$ cat src/hw/rtl/slx_pkg.sv
// Shared types, character codes and the keyword table for the source text lexer.
// No dependencies; imported by slx_core, slx_outq and source_text_lexer.
`default_nettype none

package slx_pkg;

    // Token classes carried on m_tuser
    typedef enum logic [2:0] {
        CLS_OP      = 3'd0,
        CLS_SEP     = 3'd1,
        CLS_KEYWORD = 3'd2,
        CLS_STRING  = 3'd3,
        CLS_INT     = 3'd4,
        CLS_FLOAT   = 3'd5,
        CLS_IDENT   = 3'd6,
        CLS_UNTERM  = 3'd7
    } slx_class_t;

    // Input word kinds carried on s_tuser
    localparam logic OPC_CHAR = 1'b0;
    localparam logic OPC_EOL  = 1'b1;

    localparam int SYM_W     = 8;
    localparam int KW_IDX_W  = 4;
    localparam int VAL_W     = 31;
    localparam int TOK_LEN_W = 7;

    localparam logic [VAL_W-1:0] INT_MAXV = {VAL_W{1'b1}};

    localparam logic [7:0] CH_HASH  = 8'h23;
    localparam logic [7:0] CH_NL    = 8'h0A;
    localparam logic [7:0] CH_DOT   = 8'h2E;
    localparam logic [7:0] CH_QUOTE = 8'h22;
    localparam logic [7:0] CH_ZERO  = 8'h30;
    localparam logic [7:0] CH_NINE  = 8'h39;

    // Keyword table: 16 slots, text right-aligned (last byte in bits [7:0])
    localparam int KW_SLOTS  = 16;
    localparam int KW_TEXT_W = 128;

    typedef logic [KW_TEXT_W-1:0] kw_text_t;

    localparam kw_text_t KW_TEXT [KW_SLOTS] = '{
        KW_TEXT_W'("nic"),
        KW_TEXT_W'("dycha"),
        KW_TEXT_W'("przecinek"),
        KW_TEXT_W'("binarna"),
        KW_TEXT_W'({"sta", 8'hC5, 8'h82, "a"}),
        KW_TEXT_W'({"przesta", 8'hC5, 8'h84}),
        KW_TEXT_W'("dalej"),
        KW_TEXT_W'("jesli"),
        KW_TEXT_W'("dopoki"),
        KW_TEXT_W'("dla"),
        KW_TEXT_W'("liga"),
        KW_TEXT_W'("zwroc"),
        KW_TEXT_W'(0), KW_TEXT_W'(0), KW_TEXT_W'(0), KW_TEXT_W'(0)
    };

    localparam logic [3:0] KW_LEN [KW_SLOTS] = '{
        4'd3, 4'd5, 4'd9, 4'd7, 4'd6, 4'd9, 4'd5, 4'd5, 4'd6, 4'd3, 4'd4, 4'd5,
        4'd0, 4'd0, 4'd0, 4'd0
    };

    // Byte at position pos of keyword k; only meaningful for pos < KW_LEN[k]
    function automatic logic [7:0] kw_byte(input logic [3:0] k, input logic [3:0] pos);
        logic [3:0] sh;
        kw_text_t   txt;
        sh  = KW_LEN[k] - 4'd1 - pos;
        txt = KW_TEXT[k];
        return txt[{sh, 3'b000} +: 8];
    endfunction

    function automatic logic is_space(input logic [7:0] c);
        return (c == 8'h20) || (c == 8'h09) || (c == 8'h0B) || (c == 8'h0D);
    endfunction

    function automatic logic is_op(input logic [7:0] c);
        return (c == 8'h3D) || (c == 8'h2B) || (c == 8'h2D) || (c == 8'h2A) ||
               (c == 8'h2F) || (c == 8'h26) || (c == 8'h7C) || (c == 8'h3E) ||
               (c == 8'h3C);
    endfunction

    function automatic logic is_sep(input logic [7:0] c);
        return (c == 8'h3B) || (c == 8'h5B) || (c == 8'h5D) || (c == 8'h7B) ||
               (c == 8'h7D) || (c == 8'h3A) || (c == 8'h28) || (c == 8'h29) ||
               (c == 8'h2C);
    endfunction

    typedef struct packed {
        slx_class_t             cls;
        logic [SYM_W-1:0]       sym;
        logic [KW_IDX_W-1:0]    kw;
        logic [VAL_W-1:0]       val;
        logic                   ovf;
        logic [TOK_LEN_W-1:0]   len;
        logic                   last;
    } slx_result_t;

endpackage

`default_nettype wire

$ cat src/hw/rtl/source_text_lexer.sv
// Top level of the source text lexer: input word register, lexer core, result queue.
// Depends on slx_pkg, slx_core and slx_outq.
//
//  channel | direction | tdata                 | tuser         | tlast
//  --------+-----------+-----------------------+---------------+----------------------
//  s_      | in        | char_byte             | opcode        | -
//  m_      | out       | sym,kw,val,ovf,len    | token_class   | last result of a word
//
// Each input word is taken into a register and stepped through the lexer core, so
// one input word per cycle is accepted while the result queue has room for two
// results. A word yields zero, one or two results; the output drains one result
// per cycle, so words that each make two results are taken in only as fast as the
// output drains them. Reset (aresetn low, synchronous) empties the input register
// and the queue and returns the lexer to the start of a line. Stalls on m_ back up
// into the queue and then drop s_tready.
`default_nettype none

module source_text_lexer #(
    parameter int MAX_WORD_LEN = 64,
    parameter int NUM_KEYWORDS = 12
) (
    input  wire logic        aclk,
    input  wire logic        aresetn,

    input  wire logic        s_tvalid,
    output logic             s_tready,
    input  wire logic [7:0]  s_tdata,   // [7:0] char_byte
    input  wire logic        s_tuser,   // [0] opcode

    output logic             m_tvalid,
    input  wire logic        m_tready,
    output logic [55:0]      m_tdata,   // [7:0] symbol_char, [11:8] keyword_index,
                                        // [42:12] int_value, [43] int_overflow,
                                        // [50:44] token_length, [55:51] zero
    output logic [2:0]       m_tuser,   // [2:0] token_class
    output logic             m_tlast    // last
);
    import slx_pkg::*;

    // Input word register
    logic       in_vld_reg, in_vld_next;
    logic       opc_reg;
    logic [7:0] chr_reg;
    logic       s_fire;
    logic       step;

    slx_result_t res0, res1, head;
    logic [1:0]  res_cnt;
    logic [1:0]  push_cnt;
    logic [2:0]  q_count;
    logic        pop;

    // Step only when the queue can absorb the worst case of two results
    assign step     = in_vld_reg && (q_count <= 3'd2);
    assign s_tready = !in_vld_reg || step;
    assign s_fire   = s_tvalid && s_tready;
    assign push_cnt = step ? res_cnt : 2'd0;

    always_comb begin
        in_vld_next = in_vld_reg;
        if (s_fire) begin
            in_vld_next = 1'b1;
        end else if (step) begin
            in_vld_next = 1'b0;
        end
    end

    always_ff @(posedge aclk) begin
        if (!aresetn) begin
            in_vld_reg <= 1'b0;
        end else begin
            in_vld_reg <= in_vld_next;
        end
    end

    always_ff @(posedge aclk) begin
        if (s_fire) begin
            opc_reg <= s_tuser;
            chr_reg <= s_tdata;
        end
    end

    slx_core #(
        .MAX_WORD_LEN (MAX_WORD_LEN),
        .NUM_KEYWORDS (NUM_KEYWORDS)
    ) u_core (
        .aclk      (aclk),
        .aresetn   (aresetn),
        .step      (step),
        .opcode    (opc_reg),
        .char_byte (chr_reg),
        .res0      (res0),
        .res1      (res1),
        .res_cnt   (res_cnt)
    );

    slx_outq u_outq (
        .aclk     (aclk),
        .aresetn  (aresetn),
        .push_cnt (push_cnt),
        .din0     (res0),
        .din1     (res1),
        .pop      (pop),
        .head     (head),
        .count    (q_count)
    );

    assign m_tvalid = q_count != 3'd0;
    assign pop      = m_tvalid && m_tready;
    assign m_tdata  = {5'b00000, head.len, head.ovf, head.val, head.kw, head.sym};
    assign m_tuser  = head.cls;
    assign m_tlast  = head.last;

endmodule

`default_nettype wire

$ cat src/hw/rtl/slx_core.sv
// Lexer state registers and the per-byte step logic: word tracking, keyword
// match, integer accumulate, and up to two result words per step. Uses slx_pkg.
`default_nettype none

module slx_core #(
    parameter int MAX_WORD_LEN = 64,
    parameter int NUM_KEYWORDS = 12
) (
    input  wire logic                 aclk,
    input  wire logic                 aresetn,
    input  wire logic                 step,
    input  wire logic                 opcode,
    input  wire logic [7:0]           char_byte,
    output slx_pkg::slx_result_t      res0,
    output slx_pkg::slx_result_t      res1,
    output logic [1:0]                res_cnt
);
    import slx_pkg::*;

    localparam int LEN_W = $clog2(MAX_WORD_LEN + 1);
    localparam int KW_N  = NUM_KEYWORDS;

    logic             in_string_reg, in_string_next;
    logic             skip_reg, skip_next;
    logic [LEN_W-1:0] len_reg, len_next;
    logic [KW_N-1:0]  mask_reg, mask_next;
    logic             numeric_reg, numeric_next;
    logic             dot_reg, dot_next;
    logic [VAL_W-1:0] acc_reg, acc_next;
    logic             sat_reg, sat_next;
    logic             pis_reg, pis_next;

    // Finished plain word
    slx_result_t word_tok;
    logic        word_ok;
    logic        kw_hit;
    logic [3:0]  kw_idx;

    always_comb begin
        kw_hit = 1'b0;
        kw_idx = '0;
        for (int k = KW_N - 1; k >= 0; k--) begin
            if (mask_reg[k] && (LEN_W'(KW_LEN[k]) == len_reg)) begin
                kw_hit = 1'b1;
                kw_idx = 4'(k);
            end
        end
    end

    assign word_ok = !pis_reg && (len_reg != '0);

    always_comb begin
        word_tok      = '0;
        word_tok.len  = TOK_LEN_W'(len_reg);
        if (kw_hit) begin
            word_tok.cls = CLS_KEYWORD;
            word_tok.kw  = kw_idx;
        end else if (numeric_reg && !dot_reg) begin
            word_tok.cls = CLS_INT;
            word_tok.val = acc_reg;
            word_tok.ovf = sat_reg;
        end else if (numeric_reg && (len_reg >= LEN_W'(2))) begin
            word_tok.cls = CLS_FLOAT;
        end else begin
            word_tok.cls = CLS_IDENT;
        end
    end

    // Appending one byte to the pending word
    logic             is_digit;
    logic [3:0]       digit;
    logic [VAL_W+3:0] acc_x10;
    logic             len_full;
    logic [KW_N-1:0]  app_mask;

    assign is_digit = (char_byte >= CH_ZERO) && (char_byte <= CH_NINE);
    assign digit    = 4'(char_byte - CH_ZERO);
    assign acc_x10  = (VAL_W+4)'({acc_reg, 3'b000}) + (VAL_W+4)'({acc_reg, 1'b0}) +
                      (VAL_W+4)'(digit);
    assign len_full = len_reg >= LEN_W'(MAX_WORD_LEN);

    always_comb begin
        app_mask = mask_reg;
        for (int k = 0; k < KW_N; k++) begin
            if ((len_reg >= LEN_W'(KW_LEN[k])) ||
                (kw_byte(4'(k), len_reg[3:0]) != char_byte)) begin
                app_mask[k] = 1'b0;
            end
        end
    end

    // Step decode
    slx_result_t x_tok;
    logic        w_push, x_push, clr;

    always_comb begin
        in_string_next = in_string_reg;
        skip_next      = skip_reg;
        len_next       = len_reg;
        mask_next      = mask_reg;
        numeric_next   = numeric_reg;
        dot_next       = dot_reg;
        acc_next       = acc_reg;
        sat_next       = sat_reg;
        pis_next       = pis_reg;
        w_push         = 1'b0;
        x_push         = 1'b0;
        clr            = 1'b0;
        x_tok          = '0;

        if (opcode == OPC_EOL) begin
            if (in_string_reg) begin
                x_push     = 1'b1;
                x_tok.cls  = CLS_UNTERM;
                x_tok.len  = TOK_LEN_W'(len_reg);
            end else begin
                w_push = word_ok;
            end
            in_string_next = 1'b0;
            skip_next      = 1'b0;
            clr            = 1'b1;
        end else if (!skip_reg) begin
            if ((char_byte == CH_HASH) || (char_byte == CH_NL)) begin
                if (!in_string_reg) begin
                    w_push = word_ok;
                    clr    = 1'b1;
                end
                skip_next = 1'b1;
            end else if (!in_string_reg && is_space(char_byte)) begin
                w_push = word_ok;
                clr    = 1'b1;
            end else if (!in_string_reg && (is_op(char_byte) || is_sep(char_byte))) begin
                w_push    = word_ok;
                clr       = 1'b1;
                x_push    = 1'b1;
                x_tok.cls = is_op(char_byte) ? CLS_OP : CLS_SEP;
                x_tok.sym = char_byte;
                x_tok.len = TOK_LEN_W'(1);
            end else if (char_byte == CH_QUOTE) begin
                clr = 1'b1;
                if (!in_string_reg) begin
                    w_push         = word_ok;
                    in_string_next = 1'b1;
                end else begin
                    x_push         = 1'b1;
                    x_tok.cls      = CLS_STRING;
                    x_tok.len      = TOK_LEN_W'(len_reg);
                    in_string_next = 1'b0;
                end
            end else begin
                if (len_full) begin
                    mask_next = '0;
                end else begin
                    mask_next = app_mask;
                    len_next  = len_reg + LEN_W'(1);
                end
                if (is_digit) begin
                    if (sat_reg || (acc_x10 > (VAL_W+4)'(INT_MAXV))) begin
                        acc_next = INT_MAXV;
                        sat_next = 1'b1;
                    end else begin
                        acc_next = acc_x10[VAL_W-1:0];
                    end
                end else if (char_byte == CH_DOT) begin
                    if (dot_reg) begin
                        numeric_next = 1'b0;
                    end
                    dot_next = 1'b1;
                end else begin
                    numeric_next = 1'b0;
                end
            end
        end

        if (clr) begin
            len_next     = '0;
            mask_next    = '1;
            numeric_next = 1'b1;
            dot_next     = 1'b0;
            acc_next     = '0;
            sat_next     = 1'b0;
            pis_next     = in_string_next;
        end
    end

    // Result slots: the flushed word goes first, the other token after it
    always_comb begin
        res0      = w_push ? word_tok : x_tok;
        res0.last = !(w_push && x_push);
        res1      = x_tok;
        res1.last = 1'b1;
        res_cnt   = {1'b0, w_push} + {1'b0, x_push};
    end

    always_ff @(posedge aclk) begin
        if (!aresetn) begin
            in_string_reg <= 1'b0;
            skip_reg      <= 1'b0;
            len_reg       <= '0;
            mask_reg      <= '1;
            numeric_reg   <= 1'b1;
            dot_reg       <= 1'b0;
            acc_reg       <= '0;
            sat_reg       <= 1'b0;
            pis_reg       <= 1'b0;
        end else if (step) begin
            in_string_reg <= in_string_next;
            skip_reg      <= skip_next;
            len_reg       <= len_next;
            mask_reg      <= mask_next;
            numeric_reg   <= numeric_next;
            dot_reg       <= dot_next;
            acc_reg       <= acc_next;
            sat_reg       <= sat_next;
            pis_reg       <= pis_next;
        end
    end

endmodule

`default_nettype wire

$ cat src/hw/rtl/slx_outq.sv
// Four-entry result queue: takes up to two result words per cycle, hands out one.
// Uses slx_pkg for the result word type.
`default_nettype none

module slx_outq (
    input  wire logic                 aclk,
    input  wire logic                 aresetn,
    input  wire logic [1:0]           push_cnt,
    input  wire slx_pkg::slx_result_t din0,
    input  wire slx_pkg::slx_result_t din1,
    input  wire logic                 pop,
    output slx_pkg::slx_result_t      head,
    output logic [2:0]                count
);
    import slx_pkg::*;

    localparam int DEPTH = 4;

    slx_result_t entry_reg [DEPTH];
    logic [1:0]  wr_ptr_reg, wr_ptr_next;
    logic [1:0]  rd_ptr_reg, rd_ptr_next;
    logic [2:0]  count_reg, count_next;

    assign head  = entry_reg[rd_ptr_reg];
    assign count = count_reg;

    always_comb begin
        wr_ptr_next = wr_ptr_reg + push_cnt;
        rd_ptr_next = rd_ptr_reg + {1'b0, pop};
        count_next  = count_reg + {1'b0, push_cnt} - {2'b00, pop};
    end

    always_ff @(posedge aclk) begin
        if (push_cnt != 2'd0) begin
            entry_reg[wr_ptr_reg] <= din0;
        end
        if (push_cnt == 2'd2) begin
            entry_reg[wr_ptr_reg + 2'd1] <= din1;
        end
    end

    always_ff @(posedge aclk) begin
        if (!aresetn) begin
            wr_ptr_reg <= '0;
            rd_ptr_reg <= '0;
            count_reg  <= '0;
        end else begin
            wr_ptr_reg <= wr_ptr_next;
            rd_ptr_reg <= rd_ptr_next;
            count_reg  <= count_next;
        end
    end

endmodule

`default_nettype wire

$ cat config.mk
export PLATFORM = sky130hd
export DESIGN_NAME = source_text_lexer
export DESIGN_NICKNAME = d
export VERILOG_FILES = /design/src/hw/rtl/slx_pkg.sv /design/src/hw/rtl/source_text_lexer.sv /design/src/hw/rtl/slx_core.sv /design/src/hw/rtl/slx_outq.sv
export SDC_FILE = /design/constraint.sdc
export NUM_CORES = 1
export LEC_CHECK = 0
export BUFFER_PORTS_ARGS = -buffer_cell sky130_fd_sc_hd__buf_2
export CAP_MARGIN = 20
export CORE_AREA = 4 4 233 235
export CTS_BUF_LIST = sky130_fd_sc_hd__clkbuf_4 sky130_fd_sc_hd__clkbuf_8
export CTS_CLUSTER_SIZE = 30
export DETAILED_ROUTE_END_ITERATION = 16
export DIE_AREA = 0 0 237 239
export PLACE_DENSITY_LB_ADDON = 0.05
export REMOVE_ABC_BUFFERS = 1
export SYNTH_ARGS = -nofsm -noshare
export SYNTH_HDL_FRONTEND = slang
export SYNTH_HIERARCHICAL = 1
export SYNTH_SLANG_ARGS = --single-unit
$ cat constraint.sdc
create_clock -name aclk -period 10.6 [get_ports aclk]
set_input_delay 1.06 -clock aclk [delete_from_list [all_inputs] [get_ports aclk]]
set_output_delay 1.06 -clock aclk [all_outputs]
set_load 0.01 [all_outputs]
# Yosys cells after proc, flatten, opt, wreduce, memory -nomap -nowiden

Memories as Yosys holds them, arrays and structs flattened. A register that Yosys moved wholly into a read port is not among the register bits.
Index checks and enable logic that the tools add are counted.

$add $sub $neg: 16
Magnitude comparators: 12
Equal/unequal tests: 54
Shifts and indexed selects: 12
Multiplexer cells: 152
Reductions and logical operators: 99

Operator list:

| kind                     | number |
|---|---|
| $shiftx 128x8->8 const A | 12 |
| $mux 31                  | 9 |
| $eq 8x6->1 const B       | 17 |
| $reduce_and 8->1         | 14 |
| $mux 7                   | 15 |
| $mux 12                  | 8 |
| $ne 8x8->1               | 12 |
| $mux 1                   | 89 |
| $mux 32                  | 2 |
| $mux 55                  | 1 |
| $mux 4                   | 13 |
| $eq 8x7->1 const B       | 5 |
| $reduce_bool 3->1        | 13 |
| $add 34x32->35           | 1 |
| $add 35x4->35            | 1 |
| $gt 35x31->1 const B     | 1 |
| $logic_or 1x1->1         | 35 |
| $mux 11                  | 3 |
| $eq 8x4->1 const B       | 4 |
| $eq 3x7->1 const A       | 4 |
| $ge 7x3->1 const B       | 4 |
| $reduce_and 9->1         | 3 |
| $logic_and 1x1->1        | 22 |
| $mux 3                   | 6 |
| other kinds (29)         | 51 |

Register bits: 73
RAM bits: 220
Input port bits: 13
Output and inout port bits: 62
Logic and storage cells: 372
Memories kept: 1

Memory list:

| name             | words | width | read ports | clocked after Yosys merged registers in | wr ports | line           | text |
|---|---|---|---|---|---|---|---|
| u_outq.entry_reg | 4     | 55    | 1          | 1                                       | 2        | slx_outq.sv:19 | `slx_result_t entry_reg [DEPTH];` |

# Logic depth before layout (Yosys ltp)

Gate-level depths: netlist of run 1.

Depth in word-level cells: 21
Depth in mapped cells: 16
Depth with buffers taken out: 13

# By module

Netlist of run 1, hierarchy kept.

By module, submodules not included:

| module            | times used | cells an instance | area an instance (um^2) | sequential area each (um^2) |
|---|---|---|---|---|
| slx_outq          | 1          | 572               | 11647.4                 | 6746.5 |
| slx_core          | 1          | 1066              | 7568.5                  | 1121.1 |
| source_text_lexer | 1          | 28                | 421.7                   | 290.3 |

# Worst setup path after synthesis of run 1

Ideal clock, no wire load.

Kind: reg-to-reg
Start point: register chr_reg[0]
End point: memory u_outq/entry_reg[0][0] (netlist name) (enable)
Setup time: 0.550 ns
Data arrival time: 6.545 ns
Data required time: 10.050 ns
Path slack: 3.506 ns
Stages on the path, launching flop included: 13
Buffers on the path: 3
Period minus slack after synthesis: 7.094 ns
Cells stage by stage: edfxtp_1 > buf_2 > or3b_2 > a211oi_2 > a21oi_1 > nand3_1 > o2111a_1 > clkbuf_1 > ha_1 > and4b_2 > buf_2 > nor2_1 > o31ai_1

RTL lines:

| element                | line                    | text |
|---|---|---|
| start, declared        | source_text_lexer.sv:43 | `logic [7:0] chr_reg;` |
| start signal, assigned | source_text_lexer.sv:79 | `chr_reg <= s_tdata;` |
| end, declared          | slx_outq.sv:19          |  |

==> results of run 1 <==
synthesized netlist by cell type (7+ instances only):
cell,count
xor2_1,24
edfxtp_1,229
clkbuf_1,45
mux2_1,61
o32ai_1,8
mux4_2,55
or3_1,7
nand2_1,122
nor2b_1,13
and2_1,61
nor2_1,88
dfxtp_1,64
o211ai_1,8
a22oi_1,13
a21oi_1,92
nand2b_1,16
nor3_1,21
xnor2_1,47
a31oi_1,18
mux2_4,139
nor4_1,15
nand3_1,36
mux2_2,21
nand4_1,21
o21ai_0,59
ha_1,91
and3_1,15
buf_6,19
inv_1,37
a221o_1,16
buf_4,51
buf_2,27
critical path: cells and delay by family (launching register included):
kind / cells / cell delay [ns]
AOI/OAI and AO/OA: 1 / 0.48
muxes: 1 / 0.38
and+or+nand+nor: 3 / 1.14
buffers and inverters: 2 / 1.41
adders and majority gates: 2 / 0.66
DFF: 1 / 0.74
cells by family (layout without fill, tap and decap cells):
kind of cell	count (synthesis)	in the layout	synth area share [%]
flops	293	293	41.54
fa+ha+maj	94	94	6.104
other cells	3	47	0.05734
mux	282	282	21.94
simple gates	449	449	11.74
buf+inv	191	234	5.951
compound gates	281	281	9.264
xor+xnor	73	73	3.396
cell type report:
class	count	area, um2	area share (%)
multi-input cells	1223	10540	49.49
flip-flops and latches	293	8163	38.34
clock buffers	71	870.8	4.091
well taps	688	860.8	4.043
repair buffers	93	523.0	2.457
clock inverters	29	175.2	0.8228
inverters	41	153.9	0.7229
diodes	3	7.507	0.03526
routing by layer:
| metal | share of wire [%] | routed length [um] | GRT usage, % | vias to the layer above |
|---|---|---|---|---|
| li1 | - | - | - | 6279 |
| met1 | 47 | 25810 | 26.44 | 6492 |
| met2 | 46 | 24840 | 30.51 | 301 |
| met3 | 4.2 | 2307 | 2.919 | 94 |
| met4 | 2.6 | 1391 | 5.520 | 0 |
| met5 | 0 | 0 | 0 | - |
worst paths after layout:
kind	cells past startpoint	to
setup / recovery	9	u_outq/entry_reg[1][54]$_DFFE_PP_
hold / removal	2	u_core/mask_reg[3]$_SDFFE_PN1P_
setup reg to reg	9	u_outq/entry_reg[1][54]$_DFFE_PP_
hold reg to reg	2	u_core/mask_reg[3]$_SDFFE_PN1P_
stage by stage:
| step | total power [mW] | util (%) |
|---|---|---|
| after floorplan | 1.727 | - |
| after global placement | 1.932 | 38.72 |
| after detailed placement | 1.929 | 38.72 |
| after CTS | 3.024 | 40.72 |
| after global routing | 3.130 | 40.75 |
| final | 2.964 | 40.76 |
power by group through the flow:
stage	clock, mW	sequential, mW	combinational (mW)
3_5_place_dp	0	1.34	0.592
4_1_cts	1.12	1.31	0.594
2_1_floorplan	0	1.35	0.378
5_1_grt	1.17	1.32	0.641
6_report	1.07	1.31	0.586
3_3_place_gp	0	1.34	0.595
==> results.toml, run 1 <==
[place]
place_ws_ns = 5.535
post_dp_cell_area_um2 = 20220
routabilityCongestion = 0.8560
portBuffers = 69
dp.cells = 2336
dp_hpwl_mm = 35.78

[cts]
cts_root_buffer = "clkbuf_8"
hold_buffers = 0
cts-resized-gates = 0
cts.reportedPaths.clkPinSlew_ns = 0.06
cts_buffers = 54
cts_buffer_depth = 3
cts_tree = "yes"
numClockSinks = 293
htree_levels = 2
postCtsSetupBuffers = 0
worst_skew_pair.late_latency_ns = 0.64

[synth]
yosysSeqAreaShare_pct = 41.54
syn_inst = 1666
yosys_warnings = 6
ys.flop_type = "edfxtp_1"
synthDistinctLibCells = 85
synthArstFlopShare_pct = 0
synth.area.top_cells = "edfxtp_1 (35%), mux2_4 (11%), dfxtp_1 (6.5%)"
ys_seq_elements = 293
synth_edf_count = 229
synth_top_cell_area_share_pct = 35.02
synth.avg_cell_area_um2 = 11.79
syn_area_um2 = 19640
yosys.area.top_type = "edfxtp_1"

[setup_path]
arrival_ns = 5.48
cp-end-kind = "register"
slowest_delay_ns = 0.92
path_cells = "clkinv_1 > ha_1 > nand3_1 > o2111a_1 > ha_1 > and4b_2 > nor4b_4 > buf_4 > mux2_1"
worstSetupPathType = "reg2reg"
r2r-start = "u_core/len_reg[3]$_SDFFE_PN0P_"
path_common_cell = "ha_1"
startpoint = "u_core/len_reg[3]$_SDFFE_PN0P_"
cp.required_ns = 10.97
cp_slowest_cell = "buf_4"
crit_fanout = 47
r2r_slack_ns = 5.49
crit_path_start_kind = "register"

[layout]
final_area_um2 = 21290
layout_common_cells = "edfxtp_1 (229), mux2_4 (139), nand2_1 (122), a21oi_1 (92), ha_1 (91)"
area_growth_pct = 8.410
fin_nets = 1813
nFillCells = 4982
largest_register_ffs = 220
final_cells = 2441
final_layout_size_suffix_gt1_share_pct = 24.06
final_common_cell = "edfxtp_1"

[die]
row_count = 84
io_pins = 75
start_util_pct = 37.59
die-height_um = 239
dieArea_um2 = 56640
die_width_um = 237
core_area_um2 = 52240

[power]
combPwrFrac_pct = 19.8
pwr-share-clk_pct = 36.1
p_sw_uw = 875.5
power_switching_share_pct = 29.54
power.density_nw_per_um2 = 139.2
power.internal_mw = 2.088
leakage_nw = 8.184
seq_power_share_pct = 44.1
ir_worst_vdd_uv = 137.2

[global_route]
grt_pass1_vias = 13460
grt_max_degree = 57
track_usage_pct = 18.88
grt_overflow = 0
grt_pass1_wl_mm = 83.06
grt_antenna_before_repair = 2

[timing]
fin_crit_ns = 5.106
layout_setup_ws_ns = 5.494
relSlewSlack_pct = 29.79
rsz0062_at_grt = "no"
maxSlewViolCount = 0
fmax_mhz = 195.8
skew_ns = 0.02896
period_share_pct = 48.17
setup-violations-final = 0
final.setup.tns_ns = 0
worst_pin_slew_ns = 1.053
whs_ns = 0.4750
hold_violations = 0

[routing]
wl_mm = 54.35
vias = 13170
vias_per_cell = 5.394
routedWlPerCell_um = 22.27
firstDrtPassIters = 5
drc = 0
ant_nets = 0
first_iter_violations = 870

[min_path]
hold_class = "reg2reg"
worstHoldStart = "u_core/mask_reg[3]$_SDFFE_PN1P_"

[run]
maxCapViolations = 0

[status]
outcome = "finished, final reports clean"
No activity file was read; power rests on OpenSTA's default activity.
==> inputs of run 2 (changes only) <==
- clock period: 10.6 -> 5.2 ns (I/O delays scaled with it)
==> run 2 against run 1 <==
Effect of this change: clock power increased by 110%; critical endpoint is now u_outq/entry_reg[2][13]$_DFFE_PP_; sequential power grew 100%; sequential share of layout area is 0.56 points lower; wire length about the same; non-clock buffer count up 20; combinational power up 110%.
==> results.toml, run 2 (synthesized netlist as in run 1, its figures left out) <==
[die]
die-height_um = 239
dieArea_um2 = 56640
start_util_pct = 37.59
die_width_um = 237
row_count = 84
io_pins = 75
core_area_um2 = 52240

[routing]
drc = 0
firstDrtPassIters = 5
vias = 13300
first_iter_violations = 815
ant_nets = 0
routedWlPerCell_um = 22.14
wl_mm = 54.38
vias_per_cell = 5.416

[power]
power.density_nw_per_um2 = 284.2
ir_worst_vdd_uv = 186.6
leakage_nw = 8.325

[global_route]
track_usage_pct = 18.78
grt_max_degree = 56
grt_pass1_wl_mm = 82.26
grt_antenna_before_repair = 2
grt_overflow = 0
grt_pass1_vias = 13440

[layout]
fin_nets = 1833
largest_register_ffs = 220
final_layout_size_suffix_gt1_share_pct = 25.03
area_growth_pct = 10.00
final_common_cell = "edfxtp_1"
layout_common_cells = "edfxtp_1 (229), mux2_4 (139), nand2_1 (122), a21oi_1 (92), ha_1 (91)"

[run]
maxCapViolations = 0

[cts]
worst_skew_pair.late_latency_ns = 0.65
numClockSinks = 293
cts-resized-gates = 0
cts_buffers = 54
cts_tree = "yes"
hold_buffers = 5
cts.reportedPaths.clkPinSlew_ns = 0.06
htree_levels = 2
postCtsSetupBuffers = 0
cts_root_buffer = "clkbuf_8"
cts_buffer_depth = 3

[timing]
hold_violations = 0
setup-violations-final = 0
rsz0062_at_grt = "no"
relSlewSlack_pct = 37.87
fmax_mhz = 230.9
skew_ns = 0.02893
whs_ns = 0.06200
worst_pin_slew_ns = 0.9234
layout_setup_ws_ns = 0.8690
maxSlewViolCount = 0
period_share_pct = 83.29
fin_crit_ns = 4.331

[setup_path]
r2r-start = "chr_reg[1]$_DFFE_PP_"
r2r_cells = 10
cp-end-kind = "register"
crit_fanout = 55
startpoint = "chr_reg[1]$_DFFE_PP_"
r2r_slack_ns = 0.87
r2r-end = "u_outq/entry_reg[2][13]$_DFFE_PP_"
worstSetupPathType = "reg2reg"
arrival_ns = 4.73
cp.required_ns = 5.60
crit_path_start_kind = "register"

[place]
portBuffers = 69
routabilityCongestion = 0.8587
place_ws_ns = 0.8717
dp_hpwl_mm = 36.29

[min_path]
worstHoldEndpoint = "chr_reg[4]$_DFFE_PP_"
worstHoldStart = "s_tdata[4]"
whs_path_depth = 1
hold_class = "in2reg"

[status]
outcome = "finished, final reports clean"
==> run 2: cell count changes in the layout (fill, tap and decap cells not counted), sizes merged <==
cell / change
clkinvlp: +1
inv: -2
clkinv: -11
diode: -1
dlygate4sd3: +5
clkbuf: +8
buf: +15
==> run 2: worst max-delay path, cell delays in order (launching register included) <==
cell	delay [ns]
edfxtp_1	0.94
nand2b_1	0.34
a211oi_1	0.52
nor3_1	0.15
o21ai_0	0.16
o21ai_0	0.16
ha_1	0.28
and4b_2	0.28
and4bb_4	0.38
buf_12	0.41
mux2_2	0.41
==> run 2: metrics by stage <==
step / setup TNS, ns / cell area [um2] / util [%] / power, mW / std cells
after detailed placement: 0 / 20460 / 39.18 / 3.953 / 2353
after CTS: 0 / 21600 / 41.35 / 6.266 / 2454
final: 0 / 21600 / 41.36 / 6.140 / 2456
after floorplan: -420.33 / 18780 / - / 3.520 / 1557
after global routing: 0 / 21600 / 41.35 / 6.460 / 2455
after global placement: 0 / 20460 / 39.18 / 3.949 / 2353
==> run 2: layer usage <==
metal / part of all wire, % / GRT usage (%)
met1: 47 / 26.26
met2: 46 / 30.39
met3: 4.1 / 2.584
met4: 2.7 / 5.980
met5: 0 / 0
==> run 2: area by class of cell <==
| class | count | area, um2 |
|---|---|---|
| multi-input cells | 1223 | 10540 |
| well taps | 688 | 860.8 |
| fillers | 5030 | 30630 |
| diodes | 2 | 5.005 |
| flip-flops and latches | 293 | 8163 |
| clock buffers | 79 | 962.2 |
| clock inverters | 17 | 121.4 |
| repair buffers | 113 | 800.8 |
| inverters | 41 | 153.9 |
==> run 2: worst max path at each step <==
stage	endpoint	cells past startpoint	slack, ns
finish	u_outq/entry_reg[2][13]$_DFFE_PP_	10	0.87
global route	u_outq/entry_reg[2][13]$_DFFE_PP_	10	0.59
CTS	u_outq/entry_reg[2][11]$_DFFE_PP_	10	0.86
detailed placement	u_outq/entry_reg[2][13]$_DFFE_PP_	10	0.87
global placement	u_outq/entry_reg[2][13]$_DFFE_PP_	10	1.01
floorplan	u_outq/entry_reg[1][44]$_DFFE_PP_	9	-2.73
==> run 2: report_power, final <==
| group | internal [mW] | leakage [nW] | total (mW) | switching [mW] |
|---|---|---|---|---|
| combinational | 0.566 | 5.15 | 1.25 | 0.688 |
| sequential | 2.56 | 2.60 | 2.63 | 0.0751 |
| clock | 1.23 | 0.578 | 2.25 | 1.02 |
| total | 4.36 | 8.33 | 6.14 | 1.78 |
